<file path="src/rtl/rgb_box_mean_filter_3x3_core_assert.svh">
// Assertion macros for the 3x3 box mean filter core.
`ifndef RGB_BOX_MEAN_FILTER_3X3_CORE_ASSERT_SVH
`define RGB_BOX_MEAN_FILTER_3X3_CORE_ASSERT_SVH
`ifndef SYNTHESIS
`define RBM_ASSERT_SAME(label, clk, rstn, ante, cons, msg) \
    label: assert property (@(posedge clk) disable iff (!rstn) (ante) |-> (cons)) \
        else $error(msg);
`define RBM_ASSERT_NEXT(label, clk, rstn, ante, cons, msg) \
    label: assert property (@(posedge clk) disable iff (!rstn) (ante) |=> (cons)) \
        else $error(msg);
`else
`define RBM_ASSERT_SAME(label, clk, rstn, ante, cons, msg)
`define RBM_ASSERT_NEXT(label, clk, rstn, ante, cons, msg)
`endif
`endif

</file>
<file path="src/rtl/rbm_pkg.sv">
// Shared types and constants for the 3x3 box mean filter core.
`timescale 1ns / 1ps
package rbm_pkg;

    localparam int MAX_WIDTH_DEFAULT = 2048;
    localparam int CFG_DATA_W        = 12;
    localparam int CFG_INDEX_W       = 1;
    localparam int ROW_W             = 12;
    localparam int QUEUE_DEPTH       = 4;

    localparam logic [CFG_DATA_W-1:0] LINE_WIDTH_RESET   = 12'd640;
    localparam logic [CFG_DATA_W-1:0] FRAME_HEIGHT_RESET = 12'd480;

    typedef enum logic [CFG_INDEX_W-1:0] {
        REG_LINE_WIDTH   = 1'b0,
        REG_FRAME_HEIGHT = 1'b1
    } rbm_reg_t;

    typedef logic [23:0] pixel_t;

    typedef struct packed {
        logic [7:0] red_in;
        logic [7:0] green_in;
        logic [7:0] blue_in;
        logic       filler;
    } rbm_in_t;

    typedef struct packed {
        logic       pixel_valid;
        logic [7:0] red_out;
        logic [7:0] green_out;
        logic [7:0] blue_out;
        logic       frame_last;
    } rbm_out_t;

    // classification of one transaction, handed from front to back
    typedef struct packed {
        logic   valid;
        logic   pass;
        logic   last;
        pixel_t pix;
    } rbm_desc_t;

endpackage

</file>
<file path="src/rtl/rbm_front.sv">
// Front end: configuration, position counters and classification of each transaction.
`timescale 1ns / 1ps
module rbm_front import rbm_pkg::*; #(
    parameter  int MAX_WIDTH = MAX_WIDTH_DEFAULT,
    localparam int COL_W     = $clog2(MAX_WIDTH)
) (
    input  logic                   aclk,
    input  logic                   aresetn,
    input  logic                   cfg_we,
    input  logic [CFG_INDEX_W-1:0] cfg_index,
    input  logic [CFG_DATA_W-1:0]  cfg_wdata,
    input  logic                   s_valid,
    output logic                   s_ready,
    input  rbm_in_t                s_data,
    output logic                   push,
    output logic [COL_W-1:0]       push_k,
    output rbm_desc_t              push_desc,
    input  logic                   q_full
);

    localparam int CNT_W = $clog2(MAX_WIDTH + 1);
    localparam int CMP_W = (CNT_W > CFG_DATA_W) ? CNT_W : CFG_DATA_W;

    function automatic logic [CNT_W-1:0] clamp_width(input logic [CFG_DATA_W-1:0] v);
        logic [CMP_W-1:0] ve;
        ve = CMP_W'(v);
        if (ve < CMP_W'(3)) begin
            ve = CMP_W'(3);
        end else if (ve > CMP_W'(MAX_WIDTH)) begin
            ve = CMP_W'(MAX_WIDTH);
        end
        return CNT_W'(ve);
    endfunction

    logic [CNT_W-1:0] w_use_reg;
    logic [ROW_W-1:0] h_use_reg;
    logic [COL_W-1:0] in_col_reg;
    logic [ROW_W-1:0] in_row_reg;
    logic [COL_W-1:0] out_col_reg;
    logic [ROW_W-1:0] out_row_reg;

    logic [COL_W-1:0] k;
    logic [CNT_W-1:0] k_inc;
    logic [CNT_W-1:0] oc_inc;
    logic [ROW_W-1:0] h_m1;
    logic             k_wrap;
    logic             oc_wrap;
    logic             valid;
    logic             border;
    logic             last;

    assign s_ready = !q_full;
    assign push    = s_valid && !q_full;

    always_comb begin
        k       = (CNT_W'(in_col_reg) < w_use_reg) ? in_col_reg : '0;
        k_inc   = CNT_W'(k) + CNT_W'(1);
        oc_inc  = CNT_W'(out_col_reg) + CNT_W'(1);
        h_m1    = h_use_reg - ROW_W'(1);
        k_wrap  = (k_inc >= w_use_reg);
        oc_wrap = (oc_inc >= w_use_reg);
        valid   = (in_row_reg >= ROW_W'(2)) || ((in_row_reg == ROW_W'(1)) && (k != '0));
        border  = (out_row_reg == '0) || (out_row_reg >= h_m1) ||
                  (out_col_reg == '0) || oc_wrap;
        last    = valid && (out_row_reg == h_m1) && (oc_inc == w_use_reg);

        push_k          = k;
        push_desc.valid = valid;
        push_desc.pass  = (k == '0) || border;
        push_desc.last  = last;
        push_desc.pix   = s_data.filler ? '0 : {s_data.red_in, s_data.green_in, s_data.blue_in};
    end

    always_ff @(posedge aclk) begin
        if (!aresetn) begin
            w_use_reg   <= clamp_width(LINE_WIDTH_RESET);
            h_use_reg   <= FRAME_HEIGHT_RESET;
            in_col_reg  <= '0;
            in_row_reg  <= '0;
            out_col_reg <= '0;
            out_row_reg <= '0;
        end else if (cfg_we) begin
            case (cfg_index)
                REG_LINE_WIDTH: begin
                    w_use_reg <= clamp_width(cfg_wdata);
                end
                REG_FRAME_HEIGHT: begin
                    h_use_reg <= (cfg_wdata < CFG_DATA_W'(3)) ? ROW_W'(3) : ROW_W'(cfg_wdata);
                end
                default: begin
                end
            endcase
            in_col_reg  <= '0;
            in_row_reg  <= '0;
            out_col_reg <= '0;
            out_row_reg <= '0;
        end else if (push) begin
            if (last) begin
                in_col_reg  <= '0;
                in_row_reg  <= '0;
                out_col_reg <= '0;
                out_row_reg <= '0;
            end else begin
                if (k_wrap) begin
                    in_col_reg <= '0;
                    if (in_row_reg < h_use_reg) begin
                        in_row_reg <= in_row_reg + ROW_W'(1);
                    end
                end else begin
                    in_col_reg <= COL_W'(k_inc);
                end
                if (valid) begin
                    if (oc_wrap) begin
                        out_col_reg <= '0;
                        out_row_reg <= out_row_reg + ROW_W'(1);
                    end else begin
                        out_col_reg <= COL_W'(oc_inc);
                    end
                end
            end
        end
    end

endmodule

</file>
<file path="config.mk">
export PLATFORM = sky130hd
export DESIGN_NAME = rbm_front
export DESIGN_NICKNAME = d
export VERILOG_FILES = /design/src/rtl/rgb_box_mean_filter_3x3_core_assert.svh /design/src/rtl/rbm_pkg.sv /design/src/rtl/rbm_front.sv
export SDC_FILE = /design/constraint.sdc
export NUM_CORES = 1
export LEC_CHECK = 0
export BUFFER_PORTS_ARGS = -buffer_cell sky130_fd_sc_hd__buf_4
export CAP_MARGIN = 20
export CORE_ASPECT_RATIO = 0.9
export CORE_MARGIN = 2
export CORE_UTILIZATION = 25
export CTS_CLUSTER_DIAMETER = 100
export CTS_CLUSTER_SIZE = 40
export DETAILED_ROUTE_END_ITERATION = 8
export HOLD_SLACK_MARGIN = 0.12
export PLACE_DENSITY = 0.44
export SLEW_MARGIN = 0
export SYNTH_ARGS = -nofsm -noshare
export SYNTH_HDL_FRONTEND = slang
export SYNTH_SLANG_ARGS = --single-unit
</file>
<file path="constraint.sdc">
create_clock -name aclk -period 9.2 [get_ports aclk]
set_input_delay 1.38 -clock aclk [delete_from_list [all_inputs] [get_ports aclk]]
set_output_delay 1.38 -clock aclk [all_outputs]
set_load 0.02 [all_outputs]
</file>
==> impl_metrics.csv <==
group,metric,value,unit
die,die_x,160,um
worst_setup_path,cpPeakStageDelay,610,ps
sta,clock.fmax,179,MHz
route,routed_wl,17000,um
worst_setup_path,critPathKind,"reg -> out",
sta,fin_crit,5570,ps
placement,hpwl,13200,um
worst_hold_path,hold_class,"reg -> reg",
synth,netlist_area,5480,um2
synth,synth.area.top_cells,"dfxtp_1, ha_1, nor2b_1",
global_routing,grt_max_degree,36,
route,via_per_inst,4.99,
sta,slew_headroom,42.2,%
synth,synth_common_cells,"dfxtp_1, ha_1, nand2_1, inv_1, nor2_1",
sta,setup_viol,0,
synth,yosysWarnings,0,
worst_setup_path,reg2reg_setup_slack,4790,ps
cts,clock_sink_count,70,
worst_setup_path,worst_setup_path_end_kind,"output pin",
route,avgRoutedWirePerCell,16.5,um
cts,cts_tree,"yes",
die,fp.dieH,144,um
sta,skew,9.21,ps
synth,ys_seq_elements,70,
route,drc,0,
route,drtPass1Iterations,4,
sta,hold_viol,0,
placement,gp_congestion,0.873,
die,start_util,25.4,%
worst_setup_path,rr_worst_depth,17,
synth,synth_edf_count,0,
placement,dp_slack,4010,ps
worst_hold_path,whs_path_depth,2,
pwr,p_leak,2.81,nW
worst_setup_path,cp_data_arrival_time,4190,ps
cts,ctsResizeCount,0,
global_routing,antenna_found_initial,0,
layout,antenna_cells,0,
synth,synth_top_area_share,25.6,%
cts,htree_levels,3,
sta,layout_setup_ws,3630,ps
synth,syn-instance-count,665,
placement,io_buffers,82,
cts,cts_made_buffers,9,
cts,post_cts_buffers,0,
synth,synth-async-reset-ratio,0,%
global_routing,grt_pass1_wl,27200,um
die,ios,83,
route,vias,5144,
sta,slew_viol_final,0,
pwr,vdd_drop_max,84.2,uV
global_routing,grt_pass1_vias,4771,
synth,synth_ff_type,"dfxtp_1",
sta,worst_pin_slew,863,ps
worst_setup_path,cp.required,7820,ps
die,coreArea,21600,um2
worst_setup_path,start_kind,"flop",
global_routing,grt-ovfl-total,0,
synth,avgSynthCellArea,8.24,um2
worst_setup_path,crit_chain,"and3_1 -> and3_1 -> and3_1 -> and3_1 -> xor2_1 -> ha_1 -> a21o_1 -> a21o_1 -> a21oi_1 -> nand2_1 -> a2111oi_0 -> o31ai_1 -> buf_4",
cts,clock_latency,340,ps
worst_setup_path,rr_startpoint,"w_use_reg[9]$_SDFFE_PN1P_",
layout,nets,844,
route,drt_iter0_markers,321,
pwr,p_per_area,115,nW/um2
worst_hold_path,worstHoldStart,"w_use_reg[7]$_SDFFE_PN1P_",
synth,synth_nets,774,
cts,cts_hold_buf,0,
cts,cts.clk_slew.worst_paths,60,ps
layout,syn_to_final_growth,21.6,%
worst_setup_path,timing.critical_path.mode_cell,"and3_1",
worst_setup_path,worst_path_max_delay_cell,"a2111oi_0",
die,dieArea,23100,um2
status,status,"completed",
sta,timing.final.crit_share,60.6,%
synth,yosysMostFrequentCell,"dfxtp_1",
synth,yosysTopAreaCell,"dfxtp_1",
global_routing,grt_usage,15.0,%
cts,cts_root_buf,"clkbuf_16",
job,drv_cap,0,
sta,holdWs,484,ps
worst_setup_path,worstPathMaxFanout,9,
worst_setup_path,timing.rr.end,"in_col_reg[5]$_SDFFE_PP0P_",
synth,seq_area_frac_synth,25.6,%
worst_hold_path,worstHoldEndpoint,"w_use_reg[7]$_SDFFE_PN1P_",
cts,clk_path_buf_depth,2,
sta,grt_setup_unrepaired,"no",
layout,drive_above_1_share,16.1,%
die,row_count,51,
sta,fin_setup_tns,0,ps
route,ant_nets,0,
synth,synth.distinct_cells,68,
-- cells in the final DEF (no fill, tap or decap), types with 4 or more instances in the layout --
master,instances
clkinv_2,4
a22o_1,9
clkbuf_16,9
a22oi_1,4
nor2_1,41
a32o_1,17
ha_1,66
inv_1,41
a21o_1,6
o21a_1,6
a21oi_1,20
nor3_1,15
nor3b_1,18
nand3_1,18
xor2_1,12
nor4_1,10
nor2b_1,38
nand2_1,51
nand4_1,20
xnor2_1,13
buf_4,85
and2_1,15
and3_1,22
o21ai_0,29
and4_1,6
a21boi_0,6
nand2b_1,5
o31ai_1,11
dfxtp_1,70
o2111ai_1,10
o211ai_1,10
-- worst max-delay path by stage --
stage	slack (ps)	cells after the start	to	from
3_5_place_dp	4010	13	push_desc[25]	out_col_reg[2]$_SDFFE_PP0P_
3_3_place_gp	4090	13	push_desc[25]	out_col_reg[2]$_SDFFE_PP0P_
5_1_grt	3320	13	push_desc[25]	out_col_reg[2]$_SDFFE_PP0P_
4_1_cts	3620	13	push_desc[25]	out_col_reg[2]$_SDFFE_PP0P_
2_1_floorplan	4800	12	push_desc[25]	out_col_reg[2]$_SDFFE_PP0P_
6_report	3630	13	push_desc[25]	out_col_reg[2]$_SDFFE_PP0P_
-- area by class of cell --
cell class                 instances  area (um2)
clock buffer                      11         233
clock inverter                     5        50.0
fill                            2341       14900
inverter                          41         154
multi-input combinational        527        3810
sequential                        70        1400
tap                              291         364
timing repair buffer              86         649
-- metrics by stage --
stage          area (um2)  util [%]  power (mW)  cells
6_report             6660      30.9       0.769   1031
5_1_grt              6660      30.9       0.803   1031
4_1_cts              6660      30.9       0.783   1031
3_5_place_dp         6380      29.6       0.425   1015
3_3_place_gp         6370      29.5       0.426   1014
2_1_floorplan        5480         -       0.380    665
-- kinds of logic after synthesis --
kind of cell / count (synthesis) / synth area share (%)
AO/OA/AOI/OAI: 153 / 21.5
AND/OR/NAND/NOR: 281 / 28.6
adder cells (fa/ha/maj): 66 / 15.1
multiplexers: 2 / 0.388
flip-flops: 70 / 25.6
buffers and inverters: 68 / 4.93
XOR/XNOR: 25 / 4.00
-- critical path: cells and delay by family, from the launching register on --
family | cells | cell delay (ps)
and+or+nand+nor | 5 | 1310
adders and majority gates | 1 | 260
buffers and inverters | 1 | 210
xor gates and xnor gates | 1 | 170
DFF | 1 | 420
AOI/OAI and AO/OA | 5 | 1490
-- layer usage --
metal	wire, um	vias up	track usage (%)
met4	140	0	3.13
met1	8980	2404	22.0
met5	0	-	0
met2	7040	126	22.5
li1	-	2604	-
met3	836	10	3.15
-- report_power, final --
group	internal (mW)	total (mW)	switching [mW]
combinational	0.0446	0.105	0.0603
clock	0.208	0.351	0.143
sequential	0.308	0.313	0.00510
(Power assumes the default switching activity.)
