$ cat config.mk
export PLATFORM = sky130hd
export DESIGN_NAME = rbm_queue
export DESIGN_NICKNAME = d
export VERILOG_FILES = /design/src/rtl/rgb_box_mean_filter_3x3_core_assert.svh /design/src/rtl/rbm_pkg.sv /design/src/rtl/rbm_queue.sv
export SDC_FILE = /design/constraint.sdc
export NUM_CORES = 1
export LEC_CHECK = 0
export ABC_CLOCK_PERIOD_IN_PS = 3100
export CAP_MARGIN = 20
export CORE_UTILIZATION = 56
export DETAILED_ROUTE_END_ITERATION = 10
export DONT_BUFFER_PORTS = 1
export PLACE_DENSITY_LB_ADDON = 0.08
export SLEW_MARGIN = 15
export SYNTH_ARGS = -nofsm -noshare
export SYNTH_HDL_FRONTEND = slang
export SYNTH_SLANG_ARGS = --single-unit
export TNS_END_PERCENT = 5
$ cat constraint.sdc
create_clock -name aclk -period 3.1 [get_ports aclk]
set_input_delay 0.31 -clock aclk [delete_from_list [all_inputs] [get_ports aclk]]
set_output_delay 0.31 -clock aclk [all_outputs]
set_load 0.005 [all_outputs]
$ cat src/rtl/rgb_box_mean_filter_3x3_core_assert.svh
// Assertion macros for the 3x3 box mean filter core.
`ifndef RGB_BOX_MEAN_FILTER_3X3_CORE_ASSERT_SVH
`define RGB_BOX_MEAN_FILTER_3X3_CORE_ASSERT_SVH
`ifndef SYNTHESIS
`define RBM_ASSERT_SAME(label, clk, rstn, ante, cons, msg) \
    label: assert property (@(posedge clk) disable iff (!rstn) (ante) |-> (cons)) \
        else $error(msg);
`define RBM_ASSERT_NEXT(label, clk, rstn, ante, cons, msg) \
    label: assert property (@(posedge clk) disable iff (!rstn) (ante) |=> (cons)) \
        else $error(msg);
`else
`define RBM_ASSERT_SAME(label, clk, rstn, ante, cons, msg)
`define RBM_ASSERT_NEXT(label, clk, rstn, ante, cons, msg)
`endif
`endif

$ cat src/rtl/rbm_pkg.sv
// Shared types and constants for the 3x3 box mean filter core.
`timescale 1ns / 1ps
package rbm_pkg;

    localparam int MAX_WIDTH_DEFAULT = 2048;
    localparam int CFG_DATA_W        = 12;
    localparam int CFG_INDEX_W       = 1;
    localparam int ROW_W             = 12;
    localparam int QUEUE_DEPTH       = 4;

    localparam logic [CFG_DATA_W-1:0] LINE_WIDTH_RESET   = 12'd640;
    localparam logic [CFG_DATA_W-1:0] FRAME_HEIGHT_RESET = 12'd480;

    typedef enum logic [CFG_INDEX_W-1:0] {
        REG_LINE_WIDTH   = 1'b0,
        REG_FRAME_HEIGHT = 1'b1
    } rbm_reg_t;

    typedef logic [23:0] pixel_t;

    typedef struct packed {
        logic [7:0] red_in;
        logic [7:0] green_in;
        logic [7:0] blue_in;
        logic       filler;
    } rbm_in_t;

    typedef struct packed {
        logic       pixel_valid;
        logic [7:0] red_out;
        logic [7:0] green_out;
        logic [7:0] blue_out;
        logic       frame_last;
    } rbm_out_t;

    // classification of one transaction, handed from front to back
    typedef struct packed {
        logic   valid;
        logic   pass;
        logic   last;
        pixel_t pix;
    } rbm_desc_t;

endpackage

$ cat src/rtl/rbm_queue.sv
// Short descriptor queue between the classifying front and the filter back end.
`timescale 1ns / 1ps
module rbm_queue import rbm_pkg::*; #(
    parameter int COL_W = $clog2(MAX_WIDTH_DEFAULT)
) (
    input  logic             aclk,
    input  logic             aresetn,
    input  logic             push,
    input  logic [COL_W-1:0] push_k,
    input  rbm_desc_t        push_desc,
    output logic             full,
    input  logic             pop,
    output logic             empty,
    output logic [COL_W-1:0] head_k,
    output rbm_desc_t        head_desc
);

    localparam int PTR_W = $clog2(QUEUE_DEPTH);
    localparam int CNT_W = $clog2(QUEUE_DEPTH + 1);

    logic [COL_W-1:0] k_mem [QUEUE_DEPTH];
    rbm_desc_t        desc_mem [QUEUE_DEPTH];
    logic [PTR_W-1:0] wr_ptr_reg;
    logic [PTR_W-1:0] rd_ptr_reg;
    logic [CNT_W-1:0] count_reg;
    logic [CNT_W-1:0] count_next;

    assign full      = (count_reg == CNT_W'(QUEUE_DEPTH));
    assign empty     = (count_reg == '0);
    assign head_k    = k_mem[rd_ptr_reg];
    assign head_desc = desc_mem[rd_ptr_reg];

    always_comb begin
        count_next = count_reg;
        if (push && !pop) begin
            count_next = count_reg + CNT_W'(1);
        end else if (pop && !push) begin
            count_next = count_reg - CNT_W'(1);
        end
    end

    always_ff @(posedge aclk) begin
        if (!aresetn) begin
            wr_ptr_reg <= '0;
            rd_ptr_reg <= '0;
            count_reg  <= '0;
        end else begin
            if (push) begin
                wr_ptr_reg <= PTR_W'((CNT_W'(wr_ptr_reg) + CNT_W'(1)) % QUEUE_DEPTH);
            end
            if (pop) begin
                rd_ptr_reg <= PTR_W'((CNT_W'(rd_ptr_reg) + CNT_W'(1)) % QUEUE_DEPTH);
            end
            count_reg <= count_next;
        end
    end

    always_ff @(posedge aclk) begin
        if (push) begin
            k_mem[wr_ptr_reg]    <= push_k;
            desc_mem[wr_ptr_reg] <= push_desc;
        end
    end

endmodule

==> impl_metrics.toml, run 1 <==
[synth]
yosysUniqueCellTypes = 22
muxShareOfSynthArea = 0.147
post_synth_fa_ha_maj_area_fraction = 0.0139
synth_nets = 289
synth_area_um2 = 5940
synthesis.yosys.warnings = 0
synth-compound-area-share = 0.00211
yosys-top-cells-area = "sky130_fd_sc_hd__edfxtp_1, sky130_fd_sc_hd__mux4_2, sky130_fd_sc_hd__dfxtp_1, sky130_fd_sc_hd__ha_1, sky130_fd_sc_hd__and2_1"
ys_seq_area_frac = 0.798
syn-mean-instance-area_um2 = 24.7
synthDominantCellAreaShare = 0.768
synth_simple_gate_area_share = 0.0154
synth_top_family_by_area = "multiplexers"
synth-seq-cells = 161
netlist.top_cell.by_area = "sky130_fd_sc_hd__edfxtp_1"
synthesis.instances = 241
synth_xor_xnor_area_share = 0.00737

[drt]
via_per_inst = 5.54
drt_pass1_iterations = 4
route.detailed.drc = 0
dr_total_vias = 2500
routed_wl_um = 9670
wl_per_cell_um = 21.4
dr.first_iter.drc_count = 108
final_antenna_net_count = 0

[cts]
tritoncts.num_buffers = 17
cts_tree = "yes"
insertion_delay_ns = 0.52
clockBufferDepth = 2
cts_setup_buffers = 0
cts.sinks = 161
post_cts_resized = 0
ctsHoldBuffers = 40
cts.root.buffer_cell = "sky130_fd_sc_hd__clkbuf_8"
clkTransAtPathRegs_ns = 0.06
htree_levels = 4

[status]
outcome = "finished clean"

[sta]
final.period_utilization = 0.727
setup_viol_count_final = 0
fmax_mhz = 443
setup_total_negative_slack_ns = 0
max_slew_margin = 0.519
post-route-min-period_ns = 2.26
setup_repair_after_global_routing_missed_its_margin = "false"
smallest_hold_slack_ns = 0.0344
drv_slew = 0
final.setup_skew_ns = 0.00765
max_slew.worst_pin.slew_ns = 0.721
fin_hold_viols = 0

[global_route]
number_of_global_route_vias_before_repair = 2749
antenna_found_initial = 0
globalRouteTotalUtil = 0.197
grt_pass1_wl_um = 15400
maximum_number_of_pins_on_one_net_before_global_route_repair = 29
globalRouteOverflowTotal = 0

[min_path]
timing.hold.worst.start = "push"
worst_hold_path.num_cells = 2
hold_end = "wr_ptr_reg[0]$_SDFFE_PN0P_"
hold_path_class = "input pin to register"

[critical_path]
timing.critical_path.fanout_max = 22
worst_setup_start_kind = "register"
worstSetupPathType = "register to primary output"
critical_path_cell_by_cell = "buf_4, mux4_2"
ff2ff_path_depth = 4
crit_path_end_kind = "primary output"
cp_slowest_cell = "sky130_fd_sc_hd__dfxtp_2"
timing.rr.start = "wr_ptr_reg[0]$_SDFFE_PN0P_"
cpPeakStageDelay_ns = 0.72
ff2ff_setup_slack_ns = 1.32
regToRegEndpoint = "k_mem[0][1]$_DFFE_PP_"
timing.critical_path.required_ns = 2.79
cp_data_arrival_time_ns = 1.95

[die]
die_area_um2 = 11000
fp.dieW_um = 105
io_pins = 82
initial_utilization = 0.576
std_cell_rows = 37
floorplan.core_area_um2 = 10300
die_h_um = 105

[finish]
largest_register_ffs = 108
drive_gt1_frac = 0.260
areaGrowthSynthToFinish_pct = 19.6
postLayoutCoreUtil = 0.688
fillerInstances = 626
layout.cells.most_common_list = "sky130_fd_sc_hd__edfxtp_1, sky130_fd_sc_hd__dlygate4sd3_1, sky130_fd_sc_hd__mux4_2, sky130_fd_sc_hd__clkbuf_16, sky130_fd_sc_hd__buf_4"
antennaDiodeCount = 0
mostFrequentLayoutCell = "sky130_fd_sc_hd__edfxtp_1"
design.final.nets = 350
finish.instance_area_um2 = 7110

[placement]
port_buffers = 0
post-dp-hpwl_um = 5660
routabilityCongestion = 0.683
post_dp_cell_area_um2 = 6120

[power_and_ir_drop]
power_frac_seq = 0.512
switching_share = 0.203
leakage_nw = 2.31
p_clk_frac = 0.413
cellInternalPower_w = 0.00395
switching_power_w = 0.00100
power.density_nw_per_um2 = 697
power.ir.vdd_worst_mv = 0.349
p_comb_frac = 0.075

[job]
cap_viol_max_count = 0
## power by group through the flow
stage | Sequential [W] | Combinational (W) | Clock, W
floorplan | 0.00257 | 0.000265 | 0
detailed placement | 0.00258 | 0.000319 | 0
global route | 0.00255 | 0.000405 | 0.00217
CTS | 0.00254 | 0.000382 | 0.00207
finish | 0.00254 | 0.000371 | 0.00204
global placement | 0.00258 | 0.000315 | 0
## routing by layer
metal / vias to the layer above / routed length [µm] / GRT usage
li1: 1132 / - / -
met1: 1291 / 4090 / 0.256
met2: 70 / 4940 / 0.312
met3: 7 / 561 / 0.0736
met4: 0 / 80 / 0.0634
met5: - / 0 / 0
## critical path: cells and delay by family (launching register included)
kind | cells | cell delay, ns
flops | 1 | 0.72
mux | 1 | 0.37
buf+inv | 1 | 0.33
## stage by stage
step	worst slack, ns	instances	total power, W
after detailed placement	1.29	379	0.00290
after CTS	0.780	451	0.00499
final	0.845	451	0.00495
after floorplan	1.24	241	0.00283
after global placement	1.33	379	0.00290
after global routing	0.730	451	0.00513
## worst max path at each step
stage	start	to	depth (start not counted)	slack, ns
floorplan	wr_ptr_reg[0]$_SDFFE_PN0P_	desc_mem[2][0]$_DFFE_PP_	3	1.24
global placement	wr_ptr_reg[0]$_SDFFE_PN0P_	desc_mem[0][9]$_DFFE_PP_	4	1.33
detailed placement	wr_ptr_reg[0]$_SDFFE_PN0P_	desc_mem[0][9]$_DFFE_PP_	4	1.29
CTS	register	head_desc[4]	2	0.78
global route	register	head_desc[4]	2	0.73
finish	register	head_desc[4]	2	0.84
## cell families (layout without fill, tap and decap cells)
kind of cell               Yosys count  count (layout)
buffers and inverters               12              86
and+or+nand+nor                     15              15
xor gates and xnor gates             5               5
AOI/OAI and AO/OA                    2               2
muxes                               40              40
adders and majority gates            6               6
DFF                                161             161
## cell usage after synthesis
master	instances
sky130_fd_sc_hd__mux2i_1	2
sky130_fd_sc_hd__nor3_1	1
sky130_fd_sc_hd__buf_6	1
sky130_fd_sc_hd__mux4_2	38
sky130_fd_sc_hd__buf_2	3
sky130_fd_sc_hd__a21boi_0	1
sky130_fd_sc_hd__ha_1	5
sky130_fd_sc_hd__and2_1	9
sky130_fd_sc_hd__dfxtp_1	9
sky130_fd_sc_hd__buf_4	1
sky130_fd_sc_hd__xnor2_1	2
sky130_fd_sc_hd__inv_1	4
sky130_fd_sc_hd__nor3b_1	1
sky130_fd_sc_hd__clkbuf_1	1
sky130_fd_sc_hd__o21ai_0	1
sky130_fd_sc_hd__xor2_1	3
sky130_fd_sc_hd__or3_1	1
sky130_fd_sc_hd__nor2b_1	2
sky130_fd_sc_hd__edfxtp_1	152
sky130_fd_sc_hd__fa_1	1
sky130_fd_sc_hd__nand2_1	1
sky130_fd_sc_hd__buf_12	2
## cell type report
cell class / count / area (µm²) / share of cell area
clock inverters: 10 / 135 / 0.0190
repair buffers: 50 / 475 / 0.0669
well taps: 136 / 170 / 0.0239
clock buffers: 22 / 453 / 0.0637
flip-flops and latches: 161 / 4750 / 0.668
multi-input cells: 68 / 1110 / 0.156
inverters: 4 / 15.0 / 0.00211
Power figures use the tool's default switching activity.
==> run 2, diff against run 1 <==
- ABC_CLOCK_PERIOD_IN_PS: 3100 -> 2100
- clock period: 3.1 -> 2.1 ns (I/O delays scaled with it)
==> run 2 against run 1 <==
Net effect: via count increased by 2.8%; first-iteration DRC count increased by 27%; largest cell class unchanged; worst setup slack got worse by 0.72 ns; hold slack improved by 0.078 ns; highest routed layer unchanged; critical endpoint unchanged; critical path depth unchanged; clock-buffer cell count decreased by 3.
==> impl_metrics.toml, run 2 (synthesis results as in run 1) <==
[status]
outcome = "finished clean"

[sta]
setup_repair_after_global_routing_missed_its_margin = "false"
final.period_utilization = 0.941
max_slew.worst_pin.slew_ns = 1.01
setup_total_negative_slack_ns = 0
final.setup.worst_slack_ns = 0.124
setup_viol_count_final = 0
post-route-min-period_ns = 1.98
final.setup_skew_ns = 0.00959
fin_hold_viols = 0
fmax_mhz = 506
max_slew_margin = 0.329
smallest_hold_slack_ns = 0.113
drv_slew = 0

[die]
die_h_um = 105
initial_utilization = 0.576
io_pins = 82
std_cell_rows = 37
die_area_um2 = 11000
floorplan.core_area_um2 = 10300
fp.dieW_um = 105

[critical_path]
worstSetupPathType = "register to primary output"
cp-endpoint = "head_desc[4]"
timing.critical_path.required_ns = 1.89
regToRegEndpoint = "desc_mem[2][22]$_DFFE_PP_"
cp_data_arrival_time_ns = 1.77
timing.rr.start = "wr_ptr_reg[0]$_SDFFE_PN0P_"
timing.critical_path.fanout_max = 38
crit_path_end_kind = "primary output"
worst_setup_start_kind = "register"
ff2ff_setup_slack_ns = 0.31
ff2ff_path_depth = 3

[placement]
routabilityCongestion = 0.668
post-dp-hpwl_um = 5230
post_dp_cell_area_um2 = 6150
dp_worst_setup_slack_ns = 0.273
port_buffers = 0

[min_path]
hold_path_class = "input pin to register"

[finish]
design.final.nets = 348
layout.cells.most_common_list = "sky130_fd_sc_hd__edfxtp_1, sky130_fd_sc_hd__dlygate4sd3_1, sky130_fd_sc_hd__mux4_2, sky130_fd_sc_hd__clkbuf_16, sky130_fd_sc_hd__dfxtp_1"
drive_gt1_frac = 0.256
areaGrowthSynthToFinish_pct = 19.8
mostFrequentLayoutCell = "sky130_fd_sc_hd__edfxtp_1"
antennaDiodeCount = 0
finish.instance_area_um2 = 7120
largest_register_ffs = 108

[global_route]
antenna_found_initial = 0
grt_pass1_wl_um = 14900
globalRouteOverflowTotal = 0
maximum_number_of_pins_on_one_net_before_global_route_repair = 39
number_of_global_route_vias_before_repair = 2742
globalRouteTotalUtil = 0.187

[drt]
dr_total_vias = 2571
wl_per_cell_um = 20.7
routed_wl_um = 9300
dr.first_iter.drc_count = 137
via_per_inst = 5.73
route.detailed.drc = 0
drt_pass1_iterations = 5
final_antenna_net_count = 0

[power_and_ir_drop]
power.ir.vdd_worst_mv = 0.673
switching_power_w = 0.00154
power.density_nw_per_um2 = 997
cellInternalPower_w = 0.00556
p_comb_frac = 0.080
switching_share = 0.217
leakage_nw = 2.28
p_clk_frac = 0.393
power_frac_seq = 0.527

[cts]
tritoncts.num_buffers = 17
ctsHoldBuffers = 42
insertion_delay_ns = 0.51
clkTransAtPathRegs_ns = 0.06
clockBufferDepth = 2
cts_setup_buffers = 0
post_cts_resized = 0
cts_tree = "yes"
cts.sinks = 161
cts.root.buffer_cell = "sky130_fd_sc_hd__clkbuf_8"
htree_levels = 4

[job]
cap_viol_max_count = 0
run 2: worst min-delay path by stage:
stage | slack (ns) | from | endpoint | depth (start not counted)
after global routing | 0.12 | push | count_reg[1]$_SDFFE_PN0P_ | 3
after CTS | 0.09 | push | count_reg[1]$_SDFFE_PN0P_ | 3
after global placement | 0.31 | push_desc[16] | desc_mem[0][16]$_DFFE_PP_ | 0
final | 0.11 | push | count_reg[1]$_SDFFE_PN0P_ | 3
after floorplan | 0.31 | push_desc[0] | desc_mem[0][0]$_DFFE_PP_ | 0
after detailed placement | 0.31 | push_desc[8] | desc_mem[3][8]$_DFFE_PP_ | 0
run 2: layout make-up:
| class | instances | area (µm²) |
|---|---|---|
| Sequential cell | 161 | 4750 |
| Fill cell | 652 | 3200 |
| Multi-Input combinational cell | 68 | 1110 |
| Timing Repair Buffer | 48 | 528 |
| Clock buffer | 19 | 422 |
| Tap cell | 136 | 170 |
| Clock inverter | 13 | 128 |
| Inverter | 4 | 15.0 |
run 2: critical path: stages (launching register included):
cell	delay [ns]
sky130_fd_sc_hd__dfxtp_2	0.34
sky130_fd_sc_hd__buf_12	0.29
sky130_fd_sc_hd__mux4_2	0.61
run 2: power by group through the flow:
stage,registers [W],clock network [W],logic [W]
after floorplan,0.00379,0,0.000391
after global placement,0.00380,0,0.000488
after detailed placement,0.00381,0,0.000492
after CTS,0.00374,0.00285,0.000586
after global routing,0.00375,0.00298,0.000622
final,0.00374,0.00279,0.000570
run 2: through the flow:
stage / total power, W / std cells / util
after global routing: 0.00735 / 449 / 0.690
after CTS: 0.00718 / 449 / 0.690
after global placement: 0.00429 / 375 / 0.596
after detailed placement: 0.00430 / 375 / 0.596
after floorplan: 0.00418 / 241 / -
final: 0.00710 / 449 / 0.690
run 2: layer usage:
metal,track usage,routed length [µm],vias to the layer above
met5,0,0,-
met4,0.0634,107,0
met3,0.0618,592,14
met2,0.295,4690,82
met1,0.248,3920,1345
li1,-,-,1130
